$ cat config.mk
export PLATFORM = sky130hd
export DESIGN_NAME = tpe_front
export DESIGN_NICKNAME = d
export VERILOG_FILES = /design/src/hw/rtl/tpe_pkg.sv /design/src/hw/rtl/tpe_front.sv
export SDC_FILE = /design/constraint.sdc
export NUM_CORES = 1
export LEC_CHECK = 0
export ABC_AREA = 1
export BUFFER_PORTS_ARGS = -buffer_cell sky130_fd_sc_hd__buf_2
export CAP_MARGIN = 20
export CORE_MARGIN = 8
export CORE_UTILIZATION = 40
export DETAILED_ROUTE_END_ITERATION = 8
export GPL_TIMING_DRIVEN = 1
export PLACE_DENSITY = 0.64
export RECOVER_POWER = 100
export SYNTH_ARGS = -nofsm -noshare
export SYNTH_HDL_FRONTEND = slang
export SYNTH_SLANG_ARGS = --single-unit
$ cat constraint.sdc
create_clock -name clk -period 3.3 [get_ports clk]
set_input_delay 0.165 -clock clk [delete_from_list [all_inputs] [get_ports clk]]
set_output_delay 0.165 -clock clk [all_outputs]
set_load 0.005 [all_outputs]
$ cat src/hw/rtl/tpe_pkg.sv
// Shared types, codes and reset constants for the tape pulse encoder.
`timescale 1ns / 1ps
`default_nettype none

package tpe_pkg;

    // Sizes
    localparam int TAPE_DEPTH_DEF = 65536;
    localparam int ADDR_W         = 16;
    localparam int DATA_W         = 8;
    localparam int ENTRY_W        = 10;
    localparam int HALF_W         = 24;
    localparam int REP_W          = 14;
    localparam int LEN_W          = 16;
    localparam int GAP_W          = 23;
    localparam int CFG_IDX_W      = 3;
    localparam int CFG_DATA_W     = 23;

    // Input operation codes
    typedef enum logic [1:0] {
        FUNC_TICK   = 2'd0,
        FUNC_WRITE  = 2'd1,
        FUNC_REWIND = 2'd2,
        FUNC_PLAY   = 2'd3
    } func_t;

    // Configuration register indexes
    typedef enum logic [CFG_IDX_W-1:0] {
        REG_PILOT_HALF   = 3'd0,
        REG_PILOT_HEADER = 3'd1,
        REG_PILOT_DATA   = 3'd2,
        REG_SYNC_FIRST   = 3'd3,
        REG_SYNC_SECOND  = 3'd4,
        REG_ZERO_HALF    = 3'd5,
        REG_ONE_HALF     = 3'd6,
        REG_GAP_TICKS    = 3'd7
    } cfg_idx_t;

    typedef struct packed {
        logic [LEN_W-1:0] pilot_half;
        logic [REP_W-1:0] pilot_count_header;
        logic [REP_W-1:0] pilot_count_data;
        logic [LEN_W-1:0] sync_first_half;
        logic [LEN_W-1:0] sync_second_half;
        logic [LEN_W-1:0] zero_bit_half;
        logic [LEN_W-1:0] one_bit_half;
        logic [GAP_W-1:0] gap_ticks;
    } cfg_t;

    localparam cfg_t CFG_RST = '{
        pilot_half:         16'd2168,
        pilot_count_header: 14'd8064,
        pilot_count_data:   14'd3224,
        sync_first_half:    16'd667,
        sync_second_half:   16'd735,
        zero_bit_half:      16'd855,
        one_bit_half:       16'd1710,
        gap_ticks:          23'd3500000
    };

    localparam logic [HALF_W-1:0] HALF_RST = 24'd1;
    localparam logic [REP_W-1:0]  REP_RST  = 14'd1;

    // One stored tape byte with its end marks
    typedef struct packed {
        logic              tape_end;
        logic              block_end;
        logic [DATA_W-1:0] data;
    } entry_t;

    // Input transaction
    typedef struct packed {
        func_t             func;
        logic              ear_in;
        logic [ADDR_W-1:0] address;
        logic [DATA_W-1:0] data;
        logic              block_end;
        logic              tape_end;
    } in_t;

    // Result transaction
    typedef struct packed {
        logic ear_out;
        logic playing;
        logic ended;
    } out_t;

    // Decoded command handed from front to back
    typedef struct packed {
        func_t             op;
        logic              ear_in;
        logic [ADDR_W-1:0] address;
        entry_t            entry;
    } cmd_t;

    typedef struct packed {
        logic valid;
        cmd_t cmd;
    } cmd_slot_t;

endpackage

`default_nettype wire

$ cat src/hw/rtl/tpe_front.sv
// Front end: accepts input transactions, decodes them and queues commands.
`timescale 1ns / 1ps
`default_nettype none

module tpe_front (
    input  wire logic               clk,
    input  wire logic               rst_n,
    input  wire logic               push,
    output logic                    full,
    input  wire tpe_pkg::in_t       item,
    output tpe_pkg::cmd_slot_t      slot,
    input  wire logic               take
);

    tpe_pkg::cmd_t q_reg [2];
    logic          wp_reg;
    logic          wp_next;
    logic          rp_reg;
    logic          rp_next;
    logic [1:0]    cnt_reg;
    logic [1:0]    cnt_next;
    logic          push_acc;
    tpe_pkg::cmd_t dec;

    // Decode the input transaction into a command
    always_comb
    begin
        dec.op              = item.func;
        dec.ear_in          = item.ear_in;
        dec.address         = item.address;
        dec.entry.tape_end  = item.tape_end;
        dec.entry.block_end = item.block_end;
        dec.entry.data      = item.data;
    end

    // Queue pointers
    assign full     = (cnt_reg == 2'd2);
    assign push_acc = push && !full;

    always_comb
    begin
        wp_next  = push_acc ? ~wp_reg : wp_reg;
        rp_next  = take ? ~rp_reg : rp_reg;
        cnt_next = cnt_reg + {1'b0, push_acc} - {1'b0, take};
    end

    always_ff @(posedge clk or negedge rst_n)
    begin
        if (!rst_n)
        begin
            wp_reg  <= 1'b0;
            rp_reg  <= 1'b0;
            cnt_reg <= 2'd0;
        end
        else
        begin
            wp_reg  <= wp_next;
            rp_reg  <= rp_next;
            cnt_reg <= cnt_next;
        end
    end

    // Queue storage
    always_ff @(posedge clk)
    begin
        if (push_acc)
        begin
            q_reg[wp_reg] <= dec;
        end
    end

    assign slot.valid = (cnt_reg != 2'd0);
    assign slot.cmd   = q_reg[rp_reg];

`ifndef SYNTHESIS
    a_take_needs_entry: assert property (@(posedge clk) disable iff (!rst_n)
        take |-> (cnt_reg != 2'd0))
        else $error("command taken from empty queue");
`endif

endmodule

`default_nettype wire

---- Word-level counts from Yosys, hierarchy flattened ----
Memory sizes are Yosys's and may differ from the RTL's.
Cells that the tools add are included.
storage, ports and cells
  memory bits (writable) .................. 58
  flip-flop bits (word level) ............. 4
  ROM bits ................................ 0
  output and inout bits ................... 31
  word-level logic and storage cells ...... 14
  input port bits ......................... 33
  memories kept ........................... 1
  latch bits .............................. 0
cells by class
  bitwise logic cells ..................... 2
  add/subtract/negate cells ............... 2
  shifts and indexed selects .............. 0
  muxes and demuxes ....................... 2
  order comparisons ....................... 0
  eq/ne operators ......................... 1
  multiply operators ...................... 0
  reductions and logical operators ........ 3
  divide/modulo/power cells ............... 0
memories
  memory  words  width  read ports  clocked after Yosys merged registers in  wr ports  line             RTL
  q_reg   2      29     1           0                                        1         tpe_front.sv:15  tpe_pkg::cmd_t q_reg [2];
operators with widths
  cell                number
  $add 2x1->2         1
  $eq 2x2->1 const B  1
  $mux 1              2
  $not 1->1           2
  $reduce_bool 2->1   1
  $sub 2x1->2         1
  $logic_and 1x1->1   1
  $logic_not 1->1     1

---- Longest topological paths before layout ----
Gate-level depths: netlist (run 1).
  depth in word-level cells ............... 5
  gate-level depth with buffers ........... 9
  gate-level depth less buffers ........... 9

---- Worst setup path before layout (run 1) ----
Ideal clock, no wire load.
  kind .................................... register to register
  from .................................... reg cnt_reg[1]
  to ...................................... mem q_reg[1][0] in the netlist's numbering, enable pin
  library setup time ...................... 0.415 ns
  arrival ................................. 1.788 ns
  slack ................................... 1.097 ns
  stages on the path, launching flop included .. 4
  path buffers ............................ 0
  required time ........................... 2.885 ns
  clock period less this slack ............ 2.203 ns
  cells stage by stage .................... dfrtp_1 -> nand2_1 -> nand2_1 -> nor2_1
on the way
  longest elaborated chain between the ends .. 5
RTL lines
  what                          line             RTL
  start: declaration            tpe_front.sv:20  logic [1:0] cnt_reg;
  start signal: assignment      tpe_front.sv:59  cnt_reg <= cnt_next;
  $eq 2x2->1                    tpe_front.sv:37  assign full = (cnt_reg == 2'd2);
  $logic_not 1->1               tpe_front.sv:38  assign push_acc = push && !full;
  $logic_and 1x1->1             tpe_front.sv:38
  $mux 1                        tpe_front.sv:66  if (push_acc)
  $mux 1 (implied by the code)  tpe_front.sv:68  q_reg[wp_reg] <= dec;
  end: declaration              tpe_front.sv:15
No other way between the ends.

---- Worst setup path after layout (run 1) ----
  from .................................... reg cnt_reg[1]
  to ...................................... mem q_reg[1][17] in the netlist's numbering, enable pin
The elaborated chain is that of the path after synthesis.

==> metrics.md, run 1 <==
| Metric | Value |
|---|---|
| Initial Utilization | `40.6%` |
| Core ar. | `0.00582 sq mm` |
| Area leader, netlist | `edfxtp_1` |
| Antenna-violating nets left | `0` |
| Sequential cell area | `about 0.0018 sq mm` |
| Worst hold path depth | `1` |
| RSZ-0062 raised after global routing | `false` |
| CP Capture Type | `flip-flop` |
| H-tree Lvls | `3` |
| Post-DR wirelength/cell | `12.3 microns` |
| CTS tree | `yes` |
| NumNets Final | `284` |
| Core Rows | `28` |
| Cells after Synth | `179` |
| Seq pwr share | `53.8%` |
| Fill count | `569` |
| Clk_lat worst skew | `approximately 0.32 ns` |
| Worst-path fanout max | `29` |
| Clock Sinks | `just over 60` |
| RD Place Congestion | `0.664` |
| Cell count of the worst reg-to-reg path | `3` |
| DRC | `0` |
| Vias | `about 1,400` |
| Synth area leaders | `edfxtp_1, nand2_1, inv_1, dfrtp_1, o21ai_0` |
| Final setup vio count | `0` |
| Pint | `1.54 mW` |
| Library cells used by synthesis | `13` |
| Hold Fails Final Rpt | `0` |
| Failing checks | `capacitance limit` |
| Vias per inst | `about 4.2` |
| Initial antenna violation count | `0` |
| GRT Residual Overflow | `0` |
| Comb power frac | `24.0%` |
| Tot Pwr | `2.25 mW` |
| # IOs | `64` |
| Number of enable flip-flop cells after synthesis | `58` |
| Final Cycle Share | `65.2%` |
| Worst clock skew | `0.00705 ns` |
| Mapped Area | `0.00236 sq mm` |
| Final core utilization | `between 40% and 50%` |
| WS Path Type | `flip-flop to flip-flop` |
| NetSw | `0.706 mW` |
| Max-slew headroom | `0.401%` |
| TritonCTS buffer count | `9` |
| Vias in the first global route | `1,357` |
| Count leader, synth | `edfxtp_1` |
| Outcome | `finished, violations left` |
| Slew Viols, Final | `0` |
| Max reg flops | `58` |
| Pwr dens | `slightly below 800 mW/mm^2` |
| CP Data Required Time | `3.22 ns` |
| Sequential fraction of the synthesis area | `78.1%` |
| First-pass GRT wire length | `6.33 mm` |
| Synth-to-Final Area Change | `20.7%` |
| Starting DRT DRC Count | `122` |
| Total Routing Usage GR | `9.74%` |
| Period minus WS final | `around 2.2 ns` |
| DR pass1 iterations | `4` |
| Max-cap violations | `1` |
| Pin count of the biggest net entering global routing | `60` |
| Top_reg_cell synth | `edfxtp_1` |
| PortBufs | `63` |
| Min-Delay Path Class | `primary input to flip-flop` |
| Max Root-Sink Buffers | `2` |
| Highest ir drop seen on vdd | `0.420 mV` |
| Worst Path Arrival | `2.07 ns` |
| Clock power frac | `22.2%` |
| Post-DP HPWL | `between 2 and 3 mm` |
| Antenna cell count | `0` |
| Avg Synthesized Cell Area | `13.2 sq um` |
| Yosys reg bits | `62` |
| Fmax | `465 MHz` |
| Commonest cells post-synth | `edfxtp_1, nand2_1, inv_1` |
| CP startpoint kind | `flip-flop` |
| Synthesis warning total | `0` |
| Die X | `92.8 microns` |
| Sw frac | `31.4%` |
| Setup TNS | `0 ns` |
| Die Y | `92.8 microns` |
| Worst slew pin tran | `1.49 ns` |
| Area taken by multi-input logic gates | `342 sq um` |
| Post-Route WL | `4.03 mm` |
| Post-synth top area share | `73.8%` |
| Die footprint | `0.00861 sq mm` |
| Lkg Pwr | `1.18 nW` |
| Ys async rst share | `6.45%` |
| Clk slew on worst S/H paths | `approximately 0.060 ns` |
| Layout cell share with drive strength beyond 1 | `16.3%` |
| Root Buffer | `clkbuf_8` |
| Syn_nets | `214` |
final cells by class:
type	instances	share of cell area (%)
repair buffers	65	10.1
well taps	75	3.30
inverters	37	4.88
flip-flops and latches	62	64.7
clock inverters	4	0.571
multi-input cells	74	12.0
clock buffers	10	4.48
final timing paths:
path	from	endpoint	slack (ns)
min in group asynchronous	rst_n	cnt_reg[1]	0.21
max reg2reg	cnt_reg[1]	q_reg[1][17]	1.15
min	item[28]	q_reg[1][28]	0.03
max in group asynchronous	rst_n	rp_reg	2.88
max	cnt_reg[1]	q_reg[1][17]	1.15
min reg2reg	wp_reg	wp_reg	0.49
cell families (layout without fill, tap and decap cells):
group,after synthesis,count (layout),synth area share [%]
DFF,62,62,78.1
buffers and inverters,43,116,7.53
and+or+nand+nor,42,42,6.79
AOI/OAI and AO/OA,29,29,6.15
adders and majority gates,2,2,1.06
xor gates and xnor gates,1,1,0.371
cells in the final DEF (no fill, tap or decap):
cell / n
inv_1: 37
clkbuf_1: 36
clkinv_1: 3
o21ai_0: 29
buf_2: 29
dlygate4sd3_1: 1
dfrtp_2: 1
xor2_1: 1
nand3_1: 2
clkbuf_8: 9
nand2_1: 39
nor2_2: 1
ha_1: 2
edfxtp_1: 58
dfrtp_1: 3
clkinv_2: 1
routing by layer:
| metal | vias to the layer above | global-route usage (%) | part of all wire, % |
|---|---|---|---|
| met3 | 7 | 4.53 | 9.0 |
| met5 | - | 0 | 0 |
| met4 | 0 | 6.44 | 1.7 |
| met1 | 608 | 10.7 | 41 |
| met2 | 39 | 14.9 | 49 |
| li1 | 729 | - | - |
power by group through the flow:
stage	registers (mW)	clock network [mW]	logic, mW
finish	1.21	0.500	0.539
detailed placement	1.23	0	0.615
global placement	1.23	0	0.594
CTS	1.21	0.522	0.618
floorplan	1.13	0	0.406
global route	1.24	0.550	0.633
critical path, cell delays in order, from the launching register on:
cell	delay (ns)
dfrtp_1	0.39
nand2_1	0.11
nand2_1	0.11
nor2_2	1.12
stage by stage:
stage	worst slack, ns	cells	hold slack (ns)	area (sq um)
2_1_floorplan	1.10	179	-0.131	2360
3_3_place_gp	1.45	311	-0.0232	2740
3_5_place_dp	1.56	312	-0.0198	2750
4_1_cts	1.40	327	0.0143	2910
5_1_grt	0.926	327	0.0152	2850
6_report	1.15	327	0.0317	2850
repair_timing:
item / 4_1_cts / 5_1_grt
gates resized for setup: 0 / 0
endpoints found under the hold margin: 4 / 0
hold buffers: 1 / 0
setup buffers: 0 / 0
No activity file was read; power rests on OpenSTA's default activity.
==> run 2, diff against run 1 <==
--- a/config.mk
+++ b/config.mk
@@ -5,14 +5,14 @@
 export SDC_FILE = /design/constraint.sdc
 export NUM_CORES = 1
 export LEC_CHECK = 0
-export ABC_AREA = 1
+export ABC_AREA = 0
 export BUFFER_PORTS_ARGS = -buffer_cell sky130_fd_sc_hd__buf_2
 export CAP_MARGIN = 20
 export CORE_MARGIN = 8
 export CORE_UTILIZATION = 40
 export DETAILED_ROUTE_END_ITERATION = 8
 export GPL_TIMING_DRIVEN = 1
-export PLACE_DENSITY = 0.64
+export PLACE_DENSITY = 0.66
 export RECOVER_POWER = 100
 export SYNTH_ARGS = -nofsm -noshare
 export SYNTH_HDL_FRONTEND = slang
==> constraint.sdc (replaced) <==
create_clock -name clk -period 1.9 [get_ports clk]
set_input_delay 0.095 -clock clk [delete_from_list [all_inputs] [get_ports clk]]
set_output_delay 0.095 -clock clk [all_outputs]
set_load 0.005 [all_outputs]
==> run 2 against run 1 <==
The flow now finishes without violations; clock-buffer cell count did not move; synthesized cell count down 40%; critical path depth unchanged; design area rose by 11%; combinational power up 110%; register-to-register slack lost 0.84 ns; clock power grew 110%; largest power group unchanged.
==> metrics.md, run 2 <==
| Metric | Value |
|---|---|
| Post-synthesis xor/xnor area fraction | `1.46% (+1.1 points)` |
| Most common cell after layout, fill and taps aside | `edfxtp_1` |
| Simple-gate portion of the synthesized area | `1.09% (-5.7 points)` |
| Synth Area in Compound Gates | `0% (-6.2 points)` |
| Post-cts resize count | `0 (unchanged)` |
| Die footprint | `0.00875 sq mm (+1.6%)` |
| Antenna cell count | `0 (unchanged)` |
| Most frequent cells in the layout | `edfxtp_1, buf_2, dlygate4sd3_1, mux2_1, clkbuf_1` |
| Avg Synthesized Cell Area | `22.5 sq um (+71%)` |
| DR top layer | `met4` |
| NumNets Final | `249 (-12%)` |
| RD Place Congestion | `0.646 (-2.6%)` |
| Max-slew headroom | `61.4% (+61 points)` |
| WS Path Type | `flip-flop to output port` |
| Max reg flops | `58 (unchanged)` |
| Worst Path Arrival | `1.64 ns (-0.43 ns)` |
| CTS tree | `yes` |
| RR Startpoint | `cnt_reg[1]` |
| Total Routing Usage GR | `11.1% (+1.3 points)` |
| Post-DR wirelength/cell | `15.3 microns (+24%)` |
| TritonCTS buffer count | `9 (unchanged)` |
| Pwr dens | `1330 mW/mm^2 (+68%)` |
| Final setup vio count | `0 (unchanged)` |
| Number of post-CTS setup repair buffers | `0 (unchanged)` |
| Metal2 WL | `2.39 mm (+22%)` |
| Core Rows | `28 (unchanged)` |
| R2R Setup Slk | `0.31 ns (-0.84 ns)` |
| Worst hold path depth | `3 (+2)` |
| Final Cycle Share | `91.2%` |
| GRT Residual Overflow | `0 (unchanged)` |
| Core ar. | `0.00585 sq mm (+0.60%)` |
| Hold path start | `push` |
| Slew Viols, Final | `0 (unchanged)` |
| Post-DP HPWL | `3.02 mm (+11%)` |
| Vias per inst | `4.52 (+6.8%)` |
| Worst-path fanout max | `20 (-31%)` |
| Die X | `93.5 microns (+0.81%)` |
| Initial antenna violation count | `0 (unchanged)` |
| Initial Utilization | `41.1% (+0.55 points)` |
| Worst clock skew | `0.00640 ns (-0.000649 ns)` |
| Root Buffer | `clkbuf_8` |
| Setup TNS | `0 ns (unchanged)` |
| Die Y | `93.5 microns (+0.81%)` |
| Mapped Area | `0.00240 sq mm (+2.0%)` |
| Cells after Synth | `107 (-40%)` |
| CP startpoint kind | `flip-flop` |
| Worst slew pin tran | `0.578 ns (-0.914 ns)` |
| Highest ir drop seen on vdd | `0.685 mV (+63%)` |
| Commonest cells post-synth | `edfxtp_1, mux2_4, dfrtp_1` |
| DR pass1 iterations | `4 (unchanged)` |
| M1 wire length | `1.80 mm (+9.6%)` |
| Syn_nets | `142 (-34%)` |
| Lkg Pwr | `1.19 nW (+1.2%)` |
| Post-Synth Adder-Cell Area | `1.04% (-0.020 points)` |
| Antenna-violating nets left | `0 (unchanged)` |
| R2R Path End | `q_reg[0][8]` |
| First-pass GRT wire length | `7.18 mm (+13%)` |
| Pin count of the biggest net entering global routing | `21 (-65%)` |
| Top_reg_cell synth | `edfxtp_1` |
| Synthesis warning total | `0 (unchanged)` |
| Mux contribution to synthesized area | `18.1% (+18 points)` |
| RSZ-0062 raised after global routing | `false` |
| Synth area leaders | `edfxtp_1, mux2_4, dfrtp_1, buf_6, xnor2_1` |
| Ys async rst share | `6.45% (unchanged)` |
| Fmax | `577 MHz` |
| Worst hold slack | `0.0871 ns (+0.0555 ns)` |
| Vias | `1,328 (-4.0%)` |
| Period minus WS final | `1.73 ns` |
| Area leader, netlist | `edfxtp_1` |
| Outcome | `finished, final reports clean` |
| Min-Delay Path Class | `primary input to flip-flop` |
| Yosys reg bits | `62 (unchanged)` |
| Wire length on met3 | `255 microns (-29%)` |
| Vias in the first global route | `1,541 (+14%)` |
| Post-synth top area share | `72.4% (-1.4 points)` |
| Clk_lat worst skew | `0.33 ns (about the same)` |
| CP Data Required Time | `1.80 ns (-1.42 ns)` |
| Max-cap violations | `0 (-1)` |
| Hold Fails Final Rpt | `0 (unchanged)` |
| Post-Route WL | `4.51 mm (+12%)` |
| Starting DRT DRC Count | `33 (-73%)` |
| H-tree Lvls | `3 (unchanged)` |
| PortBufs | `63 (unchanged)` |
| Clock Sinks | `62 (unchanged)` |
| Synth-to-Final Area Change | `31.8%` |
| Clk slew on worst S/H paths | `0.06 ns (about the same)` |
| Hold Path End | `wp_reg` |
| Layout cell share with drive strength beyond 1 | `27.4% (+11 points)` |
| CP Capture Type | `output port` |
| # IOs | `64 (unchanged)` |
| Max Root-Sink Buffers | `2 (unchanged)` |
| Cell count of the worst reg-to-reg path | `4 (+1)` |
| DRC | `0 (unchanged)` |
| Library cells used by synthesis | `13 (unchanged)` |
| Combinational family with the most area after synthesis | `multiplexers` |
| Number of enable flip-flop cells after synthesis | `58 (unchanged)` |
| Count leader, synth | `edfxtp_1` |
| Sequential fraction of the synthesis area | `76.6% (-1.5 points)` |
==> run 2: cell types whose count changed in the layout (fill, tap and decap cells not counted), sizes merged <==
cell,previous run,this run
clkbuf,45,37
nand2,39,1
xnor2,0,3
nand2b,0,1
dlygate4sd3,1,31
and3,0,1
nand3,2,0
o21ai,29,0
mux2,0,29
buf,29,41
bufinv,0,1
or2,0,1
clkinv,4,5
inv,37,2
==> run 2: worst max-delay path, cell delays in order (launching register included) <==
cell     delay [ns]
dfrtp_2        0.53
buf_6          0.27
mux2_1         0.37
buf_2          0.14
==> run 2: logic make-up after synthesis <==
family / Yosys count
flip-flops: 62
multiplexers: 29
XOR/XNOR: 4
buffers and inverters: 5
adder cells (fa/ha/maj): 2
AND/OR/NAND/NOR: 5
==> run 2: worst max-delay path by stage <==
stage / from / endpoint / slack (ns) / depth (start not counted)
6_report: rp_reg / slot[1] / 0.17 / 3
5_1_grt: rp_reg / slot[1] / 0.06 / 3
4_1_cts: rp_reg / slot[20] / 0.13 / 3
3_5_place_dp: cnt_reg[1] / cnt_reg[1] / 0.36 / 7
3_3_place_gp: cnt_reg[1] / cnt_reg[1] / 0.45 / 7
2_1_floorplan: cnt_reg[1] / q_reg[0][0] / 0.14 / 3
==> run 2: layout make-up <==
type                            instances  area [sq um]
Fill cell                             507          2680
Sequential cell                        62          1840
Timing Repair Buffer                   99           626
Multi-Input combinational cell         40           420
Clock buffer                           10           128
Tap cell                               75          93.8
Clock inverter                          6          52.6
Inverter                                2          7.51
==> run 2: repair_timing <==
item                       in CTS  in global routing
setup endpoints to repair       0                  0
hold endpoints to repair       63                  0
hold buffers                   31                  0
==> run 2: power breakdown <==
group | internal, mW | switching, mW
Combinational | 0.570 | 0.569
Clock | 0.590 | 0.462
Sequential | 1.88 | 0.131
==> run 2: per-stage QoR <==
step | power, mW | util (%) | instances | worst slack [ns] | instance area [sq um]
finish | 4.20 | 54.2 | 294 | 0.167 | 3170
global route | 4.47 | 54.2 | 294 | 0.0557 | 3170
CTS | 4.62 | 56.8 | 294 | 0.135 | 3320
detailed placement | 3.50 | 48.4 | 247 | 0.358 | 2830
global placement | 3.45 | 48.4 | 247 | 0.448 | 2830
floorplan | 2.97 | - | 107 | 0.140 | 2410
==> run 2: metal layers <==
layer  vias to the layer above  global-route usage (%)
met5                         -                       0
met4                         0                    7.93
met3                         6                    3.53
met2                        39                    19.0
met1                       657                    11.1
li1                        626                       -
